`src/rtl/etcc_pkg.sv`:
```
`default_nettype none
// ----------------------------------------------------------------------------
// etcc_pkg
// Shared types and constants for the per-EtherType packet and byte counters.
// ----------------------------------------------------------------------------
package etcc_pkg;

  localparam int MAX_CODES_DEF = 15;
  localparam int IDX_W         = 4;
  localparam int CODE_W        = 16;
  localparam int LEN_W         = 16;
  localparam int TIME_W        = 64;
  localparam int BYTE_W        = 64;
  localparam int PKT_W         = 32;
  localparam int CFG_IDX_W     = 3;
  localparam int CFG_DATA_W    = 64;
  localparam int CODES_PER_WORD = 4;

  // configuration register indexes
  localparam logic [CFG_IDX_W-1:0] CFG_ACTIVE  = 3'd0;
  localparam logic [CFG_IDX_W-1:0] CFG_CODES_A = 3'd1;

  // command codes
  localparam logic CMD_COUNT = 1'b0;
  localparam logic CMD_DUMP  = 1'b1;

  localparam logic [IDX_W-1:0]      ACTIVE_RST  = 4'd3;
  localparam logic [CFG_DATA_W-1:0] CODES_A_RST = 64'h0000_86DD_0806_0800;

  typedef struct packed {
    logic              command;
    logic              new_interval;
    logic [CODE_W-1:0] ether_type;
    logic [LEN_W-1:0]  packet_length;
    logic [TIME_W-1:0] arrival_time;
  } item_t;

  typedef struct packed {
    logic [IDX_W-1:0]  bucket_index;
    logic [CODE_W-1:0] bucket_code;
    logic [BYTE_W-1:0] byte_total;
    logic [PKT_W-1:0]  packet_total;
    logic [TIME_W-1:0] interval_time;
    logic              last;
  } result_t;

  typedef struct packed {
    logic [BYTE_W-1:0] bytes;
    logic [PKT_W-1:0]  pkts;
  } counters_t;

  // reset value of type code i
  function automatic logic [CODE_W-1:0] code_reset(input int i);
    logic [CODE_W-1:0] val;
    val = '0;
    if (i < CODES_PER_WORD) begin
      val = CODES_A_RST[CODE_W*i +: CODE_W];
    end
    return val;
  endfunction

endpackage
`default_nettype wire

```
`src/rtl/etcc_ram.sv`:
```
`default_nettype none
// ----------------------------------------------------------------------------
// etcc_ram
// Generic single-clock RAM, one write port, one read port, registered read.
// ----------------------------------------------------------------------------
module etcc_ram #(
  parameter int WIDTH = 8,
  parameter int DEPTH = 16,
  localparam int AW = (DEPTH > 1) ? $clog2(DEPTH) : 1
) (
  input  wire logic             clk,
  input  wire logic             wr_en,
  input  wire logic [AW-1:0]    wr_addr,
  input  wire logic [WIDTH-1:0] wr_data,
  input  wire logic [AW-1:0]    rd_addr,
  output logic      [WIDTH-1:0] rd_data
);

  logic [WIDTH-1:0] mem [DEPTH];

  always_ff @(posedge clk) begin
    if (wr_en) begin
      mem[wr_addr] <= wr_data;
    end
    rd_data <= mem[rd_addr];
  end

endmodule
`default_nettype wire

```
`src/rtl/etcc_classify.sv`:
```
`default_nettype none
// ----------------------------------------------------------------------------
// etcc_classify
// Configuration registers, first-match type lookup and bucket code lookup.
// ----------------------------------------------------------------------------
module etcc_classify #(
  parameter int MAX_CODES = etcc_pkg::MAX_CODES_DEF,
  localparam int AW = $clog2(MAX_CODES + 1)
) (
  input  wire logic                             clk,
  input  wire logic                             rst,
  input  wire logic                             cfg_write,
  input  wire logic [etcc_pkg::CFG_IDX_W-1:0]   cfg_index,
  input  wire logic [etcc_pkg::CFG_DATA_W-1:0]  cfg_data,
  input  wire logic [etcc_pkg::CODE_W-1:0]      ether_type,
  input  wire logic [AW-1:0]                    rpt_idx,
  output logic      [AW-1:0]                    active,
  output logic      [AW-1:0]                    bucket,
  output logic      [etcc_pkg::CODE_W-1:0]      rpt_code
);

  logic [etcc_pkg::IDX_W-1:0]  active_types;
  logic [etcc_pkg::CODE_W-1:0] code [MAX_CODES];

  always_ff @(posedge clk) begin
    if (rst) begin
      active_types <= etcc_pkg::ACTIVE_RST;
    end else if (cfg_write && cfg_index == etcc_pkg::CFG_ACTIVE) begin
      active_types <= cfg_data[etcc_pkg::IDX_W-1:0];
    end
  end

  always_ff @(posedge clk) begin
    for (int i = 0; i < MAX_CODES; i++) begin
      if (rst) begin
        code[i] <= etcc_pkg::code_reset(i);
      end else if (cfg_write &&
                   cfg_index == etcc_pkg::CFG_CODES_A + etcc_pkg::CFG_IDX_W'(i >> 2)) begin
        code[i] <= cfg_data[etcc_pkg::CODE_W*(i & 3) +: etcc_pkg::CODE_W];
      end
    end
  end

  assign active = (int'(active_types) > MAX_CODES) ? AW'(MAX_CODES) : AW'(active_types);

  // first match wins: scan from the top so the lowest index is left standing
  always_comb begin
    bucket = active;
    for (int i = MAX_CODES - 1; i >= 0; i--) begin
      if (i < int'(active) && code[i] == ether_type) begin
        bucket = AW'(i);
      end
    end
  end

  always_comb begin
    rpt_code = '0;
    for (int i = 0; i < MAX_CODES; i++) begin
      if (int'(rpt_idx) == i && i < int'(active)) begin
        rpt_code = code[i];
      end
    end
  end

endmodule
`default_nettype wire

```
`src/rtl/ethertype_class_counters.sv`:
```
`default_nettype none
// ----------------------------------------------------------------------------
// ethertype_class_counters
// Per-EtherType packet and byte counters held in a read-modify-write RAM.
// ----------------------------------------------------------------------------
// An item is taken on a clock edge with start high and busy low. A count item
// is classified in its accept cycle, the bucket's counters are read from the
// RAM, and in the next cycle they are updated and written back; a write that
// lands on the entry being read is forwarded, so counts go at one per cycle
// outside a dump. A new-interval count clears every bucket at once through
// per-bucket valid bits (an entry not valid reads as zero) and latches its
// arrival time. A dump reads one bucket per cycle, 0 up to the other bucket,
// and holds busy high after its accept until that bucket is read; each report
// beat appears on result for one cycle with result_strobe, the first behind
// the s1 and result registers, the last with result.last set. The receiver
// cannot stall. Configuration writes are taken every cycle (cfg_ready is
// tied high) and are meant for idle periods only. Reset restores the register
// defaults and clears all counters and the interval time; no clearing pass.
// ----------------------------------------------------------------------------
module ethertype_class_counters #(
  parameter int MAX_CODES = etcc_pkg::MAX_CODES_DEF
) (
  input  wire logic                             clk,
  input  wire logic                             rst,
  input  wire logic                             start,
  output logic                                  busy,
  input  wire etcc_pkg::item_t                  item,
  output etcc_pkg::result_t                     result,
  output logic                                  result_strobe,
  input  wire logic                             cfg_valid,
  output logic                                  cfg_ready,
  input  wire logic [etcc_pkg::CFG_IDX_W-1:0]   cfg_index,
  input  wire logic [etcc_pkg::CFG_DATA_W-1:0]  cfg_data
);

  localparam int BUCKETS = MAX_CODES + 1;
  localparam int AW      = $clog2(BUCKETS);
  localparam int CNT_W   = etcc_pkg::BYTE_W + etcc_pkg::PKT_W;

  logic                             accept;
  logic                             start_count;
  logic                             start_dump;
  logic                             clear_now;
  logic [AW-1:0]                    active;
  logic [AW-1:0]                    bucket;
  logic [etcc_pkg::CODE_W-1:0]      rpt_code;

  logic                             dump_active;
  logic [AW-1:0]                    dump_idx;
  logic [AW-1:0]                    rd_addr;
  logic                             rd_last;

  logic                             s1_count;
  logic                             s1_rpt;
  logic                             s1_last;
  logic [AW-1:0]                    s1_addr;
  logic [etcc_pkg::LEN_W-1:0]       s1_len;

  logic [BUCKETS-1:0]               valid;
  logic                             fwd_valid;
  logic [AW-1:0]                    fwd_addr;
  etcc_pkg::counters_t              fwd_data;
  etcc_pkg::counters_t              ram_q;
  etcc_pkg::counters_t              cur;
  etcc_pkg::counters_t              upd;
  logic [etcc_pkg::TIME_W-1:0]      interval_stamp;

  assign cfg_ready   = 1'b1;
  assign busy        = dump_active;
  assign accept      = start && !busy;
  assign start_count = accept && item.command == etcc_pkg::CMD_COUNT;
  assign start_dump  = accept && item.command == etcc_pkg::CMD_DUMP;
  assign clear_now   = start_count && item.new_interval;

  etcc_classify #(
    .MAX_CODES(MAX_CODES)
  ) u_classify (
    .clk       (clk),
    .rst       (rst),
    .cfg_write (cfg_valid && cfg_ready),
    .cfg_index (cfg_index),
    .cfg_data  (cfg_data),
    .ether_type(item.ether_type),
    .rpt_idx   (s1_addr),
    .active    (active),
    .bucket    (bucket),
    .rpt_code  (rpt_code)
  );

  // read address: dump sequencer, then a dump's first bucket, then a count
  always_comb begin
    if (dump_active) begin
      rd_addr = dump_idx;
    end else if (start_dump) begin
      rd_addr = '0;
    end else begin
      rd_addr = bucket;
    end
    rd_last = (rd_addr == active);
  end

  always_ff @(posedge clk) begin
    if (rst) begin
      dump_active <= 1'b0;
      dump_idx    <= '0;
    end else if (dump_active) begin
      dump_idx <= dump_idx + AW'(1);
      if (dump_idx == active) begin
        dump_active <= 1'b0;
      end
    end else if (start_dump && active != '0) begin
      dump_active <= 1'b1;
      dump_idx    <= AW'(1);
    end
  end

  always_ff @(posedge clk) begin
    if (rst) begin
      s1_count <= 1'b0;
      s1_rpt   <= 1'b0;
    end else begin
      s1_count <= start_count;
      s1_rpt   <= dump_active || start_dump;
    end
  end

  always_ff @(posedge clk) begin
    s1_addr <= rd_addr;
    s1_last <= rd_last;
    s1_len  <= item.packet_length;
  end

  etcc_ram #(
    .WIDTH(CNT_W),
    .DEPTH(BUCKETS)
  ) u_counters (
    .clk    (clk),
    .wr_en  (s1_count),
    .wr_addr(s1_addr),
    .wr_data(upd),
    .rd_addr(rd_addr),
    .rd_data(ram_q)
  );

  // forwarded write from the cycle the read was issued, else the RAM word
  always_comb begin
    if (fwd_valid && fwd_addr == s1_addr) begin
      cur = fwd_data;
    end else if (valid[s1_addr]) begin
      cur = ram_q;
    end else begin
      cur = '0;
    end
    upd.bytes = cur.bytes + etcc_pkg::BYTE_W'(s1_len);
    upd.pkts  = cur.pkts + etcc_pkg::PKT_W'(1);
  end

  always_ff @(posedge clk) begin
    if (rst) begin
      valid     <= '0;
      fwd_valid <= 1'b0;
    end else begin
      fwd_valid <= s1_count && !clear_now;
      if (clear_now) begin
        valid <= '0;
      end else if (s1_count) begin
        valid[s1_addr] <= 1'b1;
      end
    end
  end

  always_ff @(posedge clk) begin
    fwd_addr <= s1_addr;
    fwd_data <= upd;
  end

  always_ff @(posedge clk) begin
    if (rst) begin
      interval_stamp <= '0;
    end else if (clear_now) begin
      interval_stamp <= item.arrival_time;
    end
  end

  always_ff @(posedge clk) begin
    if (rst) begin
      result_strobe <= 1'b0;
    end else begin
      result_strobe <= s1_rpt;
    end
  end

  always_ff @(posedge clk) begin
    result.bucket_index  <= etcc_pkg::IDX_W'(s1_addr);
    result.bucket_code   <= rpt_code;
    result.byte_total    <= cur.bytes;
    result.packet_total  <= cur.pkts;
    result.interval_time <= interval_stamp;
    result.last          <= s1_last;
  end

`ifndef SYNTH
  a_dump_idx_range: assert property (@(posedge clk) disable iff (rst)
    dump_active |-> (dump_idx != '0 && dump_idx <= active))
    else $error("dump index out of range");

  a_clear_valid: assert property (@(posedge clk) disable iff (rst)
    clear_now |=> valid == '0)
    else $error("valid bits not cleared by new interval");

  a_dump_busy: assert property (@(posedge clk) disable iff (rst)
    (start_dump && active != '0) |=> busy)
    else $error("multi-bucket dump did not raise busy");

  a_last_bucket: assert property (@(posedge clk) disable iff (rst)
    (result_strobe && result.last) |-> result.bucket_index == etcc_pkg::IDX_W'(active))
    else $error("last beat not on the other bucket");
`endif

endmodule
`default_nettype wire
```
`config.mk`:
```
export PLATFORM = sky130hd
export DESIGN_NAME = ethertype_class_counters
export DESIGN_NICKNAME = d
export VERILOG_FILES = /design/src/rtl/etcc_pkg.sv /design/src/rtl/etcc_ram.sv /design/src/rtl/etcc_classify.sv /design/src/rtl/ethertype_class_counters.sv
export SDC_FILE = /design/constraint.sdc
export NUM_CORES = 2
export LEC_CHECK = 0
export BUFFER_PORTS_ARGS = -buffer_cell sky130_fd_sc_hd__buf_2
export CAP_MARGIN = 40
export CORE_ASPECT_RATIO = 1.25
export CORE_UTILIZATION = 55
export CTS_BUF_LIST = sky130_fd_sc_hd__clkbuf_4 sky130_fd_sc_hd__clkbuf_8 sky130_fd_sc_hd__clkbuf_16
export DETAILED_ROUTE_END_ITERATION = 7
export GPL_TIMING_DRIVEN = 0
export PLACE_DENSITY = 0.75
export SYNTH_ARGS = -nofsm -noshare
export SYNTH_HDL_FRONTEND = slang
export SYNTH_HIERARCHICAL = 1
export SYNTH_SLANG_ARGS = --single-unit
```
`constraint.sdc`:
```
create_clock -name clk -period 8.7 [get_ports clk]
set_clock_uncertainty 0.2 [all_clocks]
set_input_delay 0.435 -clock clk [delete_from_list [all_inputs] [get_ports clk]]
set_output_delay 0.435 -clock clk [all_outputs]
set_load 0.02 [all_outputs]
```
==> flow_summary.toml <==
[min_path]
hp-class = "input port to flop"

[logic_synthesis]
yosysWarnings = 6
synth_area_mm2 = 0.0871
syn-num-nets = 5274
synth_compound_area_share_pct = 5.69
synth_seq_area_share_pct = 72.5
synth-simple-area-share_pct = 6.37
synth_top_family_by_area = "multiplexers"
async_reset_ff_share_pct = 0
synth_xor_xnor_area_share_pct = 3.40
ys_seq_elements = 2263
synth_area_per_cell_um2 = 17.1
synth_ff_type = "edfxtp_1"
synth_fa_ha_area_share_pct = 0.282
synthCells = 5086
synth_mux_area_share_pct = 10.1
synth_edf_count = 1776
yosysUniqueCellTypes = 91

[layout]
final_common_cell = "edfxtp_1"
layout.area.seq_mm2 = 0.0631
final_cell_mix = "edfxtp_1 (1776), dfxtp_1 (486), buf_2 (398)"
fillers = 10217
drive_above_1_share_pct = 24.3
multi_input_area_mm2 = 0.0227
final_area_mm2 = 0.104
stdcell_count = 8301
fin_nets = 6255
synthToLayoutAreaGrowth_pct = 19.1

[run]
maxCapViolCount = 0

[clock_network]
cts.sinks = 2263
cts_buffers = 208
htree_levels = 4
clk_latency_ns = 0.86
cts-root-buf = "clkbuf_16"
cts_tree = "built"
cts_max_path_buffers = 3
clkTransAtPathRegs_ns = 0.07

[floorplan]
core-area_mm2 = 0.156
initial_core_util_pct = 55.6
fp-row-count = 162
dieArea_mm2 = 0.160
io_pins = 353
die_y_um = 447
fp.dieW_um = 358

[route]
drtAntennaViolNets = 0
drtPass1Iterations = 8
wl_per_cell_um = 33.5
wl_um = 278000
vias = 53625
drc_errors = 0
viasPerCell = 6.46
drtIter0Drc = 7197

[grt]
grt_usage_pct = 34.8
grt-ovfl-total = 0
use_met1_pct = 41.9
grt_util_met2_pct = 57.4
antenna_found_initial = 17
grt_max_degree = 35
grt_use_met3_pct = 7.40
grt_pass1_vias = 53606
grt_pass1_wl_um = 388000
grt.busiest_layer = "met2"

[pwr]
p_per_area_mw_per_mm2 = 240
power.total_uw = 24900
irDropWorstVdd_uv = 223
p_leak_uw = 0.0364

[critical_path]
end_kind = "flop"
startpoint_type = "flop"
worstPathRequired_ns = 9.19
worstPathArrival_ns = 9.02
critPathMaxFanout = 15
crit_type = "flop to flop"

[sta]
slew_viol_final = 0
worst_slew_pin_slew_ns = 1.12
setup_slack_ns = 0.176
fin_crit_sh_pct = 98.0
setup_tns_ns = 0
setup_viol_count_final = 0
finalCriticalPeriod_ns = 8.52
maxSlewHeadroom_pct = 24.9
fmaxAchievable_mhz = 117
rsz0062_at_grt = "false"
hold_viol_final = 0

[placement]
placed_area_mm2 = 0.0945
place_hpwl_um = 191000
port_buffers = 334
dpl.cell_count = 7728
pre_cts_slack_ns = -2.40
gp_congestion = 1.01

[status]
status = "complete, no violations"
[report_power, final]
part           internal [uW]  switching [uW]  leakage [uW]
combinational           1010            1700        0.0124
sequential             12300             295        0.0204
clock                   5510            4090       0.00362
total                  18800            6080        0.0364
[critical path: stages, from the launching register on]
cell       delay, ns
dfxtp_1         0.61
buf_6           0.22
xnor2_1         0.14
nand3_1         0.23
buf_2           0.35
nor2_4          0.33
buf_2           0.42
clkbuf_2        0.33
buf_2           0.31
buf_4           0.37
buf_6           0.24
a22o_1          0.28
ha_1            0.39
inv_1           0.10
fa_1            0.44
nor2b_1         0.21
o31a_1          0.20
o31ai_1         0.16
a21oi_4         0.32
o2111ai_1       0.38
nor4b_2         0.62
nand3_2         0.31
nor4_4          0.46
xor2_2          0.45
buf_4           0.25
[registers in the layout (all words and copies together), names as in the netlist, 4 cells and up]
signal	flops
interval_stamp	64
s1_len	16
u_counters/rd_data	96
result	181
u_classify/active	4
dump_idx	4
u_classify/code	240
valid	16
s1_addr	4
u_counters/mem	1536
fwd_data	96
[per-layer routing]
layer  up-vias  routed length (um)
met1     27071               95200
met2      3807              135000
met5         -                  13
met4         2               19800
li1      21918                   -
met3       827               28300
[synth_stat cells (12+ instances only)]
library cell | n | area, um2
nor2b_1 | 17 | 106
buf_4 | 22 | 165
o22ai_1 | 24 | 150
buf_1 | 42 | 158
dfxtp_1 | 487 | 9750
nand4_1 | 38 | 238
inv_1 | 25 | 93.8
nand2b_1 | 31 | 194
buf_2 | 48 | 240
ha_1 | 18 | 225
a22oi_1 | 212 | 1590
o221ai_1 | 22 | 193
a211oi_1 | 13 | 97.6
nand2_1 | 352 | 1320
o21ai_0 | 53 | 265
clkbuf_1 | 149 | 559
a22o_1 | 79 | 692
xor2_1 | 205 | 1800
nor2_1 | 120 | 450
o31ai_1 | 12 | 90.1
buf_6 | 25 | 282
and2_1 | 232 | 1450
nor4_1 | 56 | 350
a21oi_1 | 140 | 701
and3_1 | 26 | 163
a221oi_1 | 17 | 149
a31oi_1 | 18 | 113
nor3_1 | 48 | 240
edfxtp_1 | 1776 | 53300
xnor2_1 | 133 | 1160
mux4_2 | 385 | 8670
nand3_1 | 72 | 360
[final timing paths]
kind / start / to / slack (ns) / depth (start not counted)
min reg2reg: s1_last$_DFF_P_ / result[0]$_DFF_P_ / 0.14 / 0
max: s1_addr[3]$_DFF_P_ / u_counters/mem[8][94]$_DFFE_PP_ / 0.18 / 24
min: item[64] / s1_len[0]$_DFF_P_ / 0.07 / 2
max reg2reg: s1_addr[3]$_DFF_P_ / u_counters/mem[8][94]$_DFFE_PP_ / 0.18 / 24
[cells by family after synthesis]
kind of cell	count (synthesis)
flops	2263
xor+xnor	338
simple gates	1070
compound gates	690
other cells	1
mux	393
fa+ha+maj	19
buf+inv	312
[cell type report]
class                           instances  share of cell area (%)
Sequential cell                      2263                    60.9
Multi-Input combinational cell       2511                    21.9
Timing Repair Buffer                  777                    6.33
Clock buffer                          271                    5.71
Tap cell                             2050                    2.47
Buffer                                281                    1.34
Clock inverter                        118                    1.28
Inverter                               25                  0.0905
Antenna cell                            5                  0.0121
[through the flow]
stage | hold WS [ns] | util, %
after detailed placement | 0.126 | 60.4
after CTS | 0.0292 | 66.2
after global placement | 0.119 | 58.3
final | 0.0666 | 66.2
after global routing | 0.0634 | 66.2
after floorplan | 0.110 | -
[what timing repair did]
item / CTS / global route
hold buffers: 177 / 0
buffers inserted: 1 / 0
pin swaps: 1 / 0
setup endpoints to repair: 771 / 266
resized for setup: 15 / 3
endpoints found under the hold margin: 338 / 0
No activity file was read; power rests on OpenSTA's default activity.
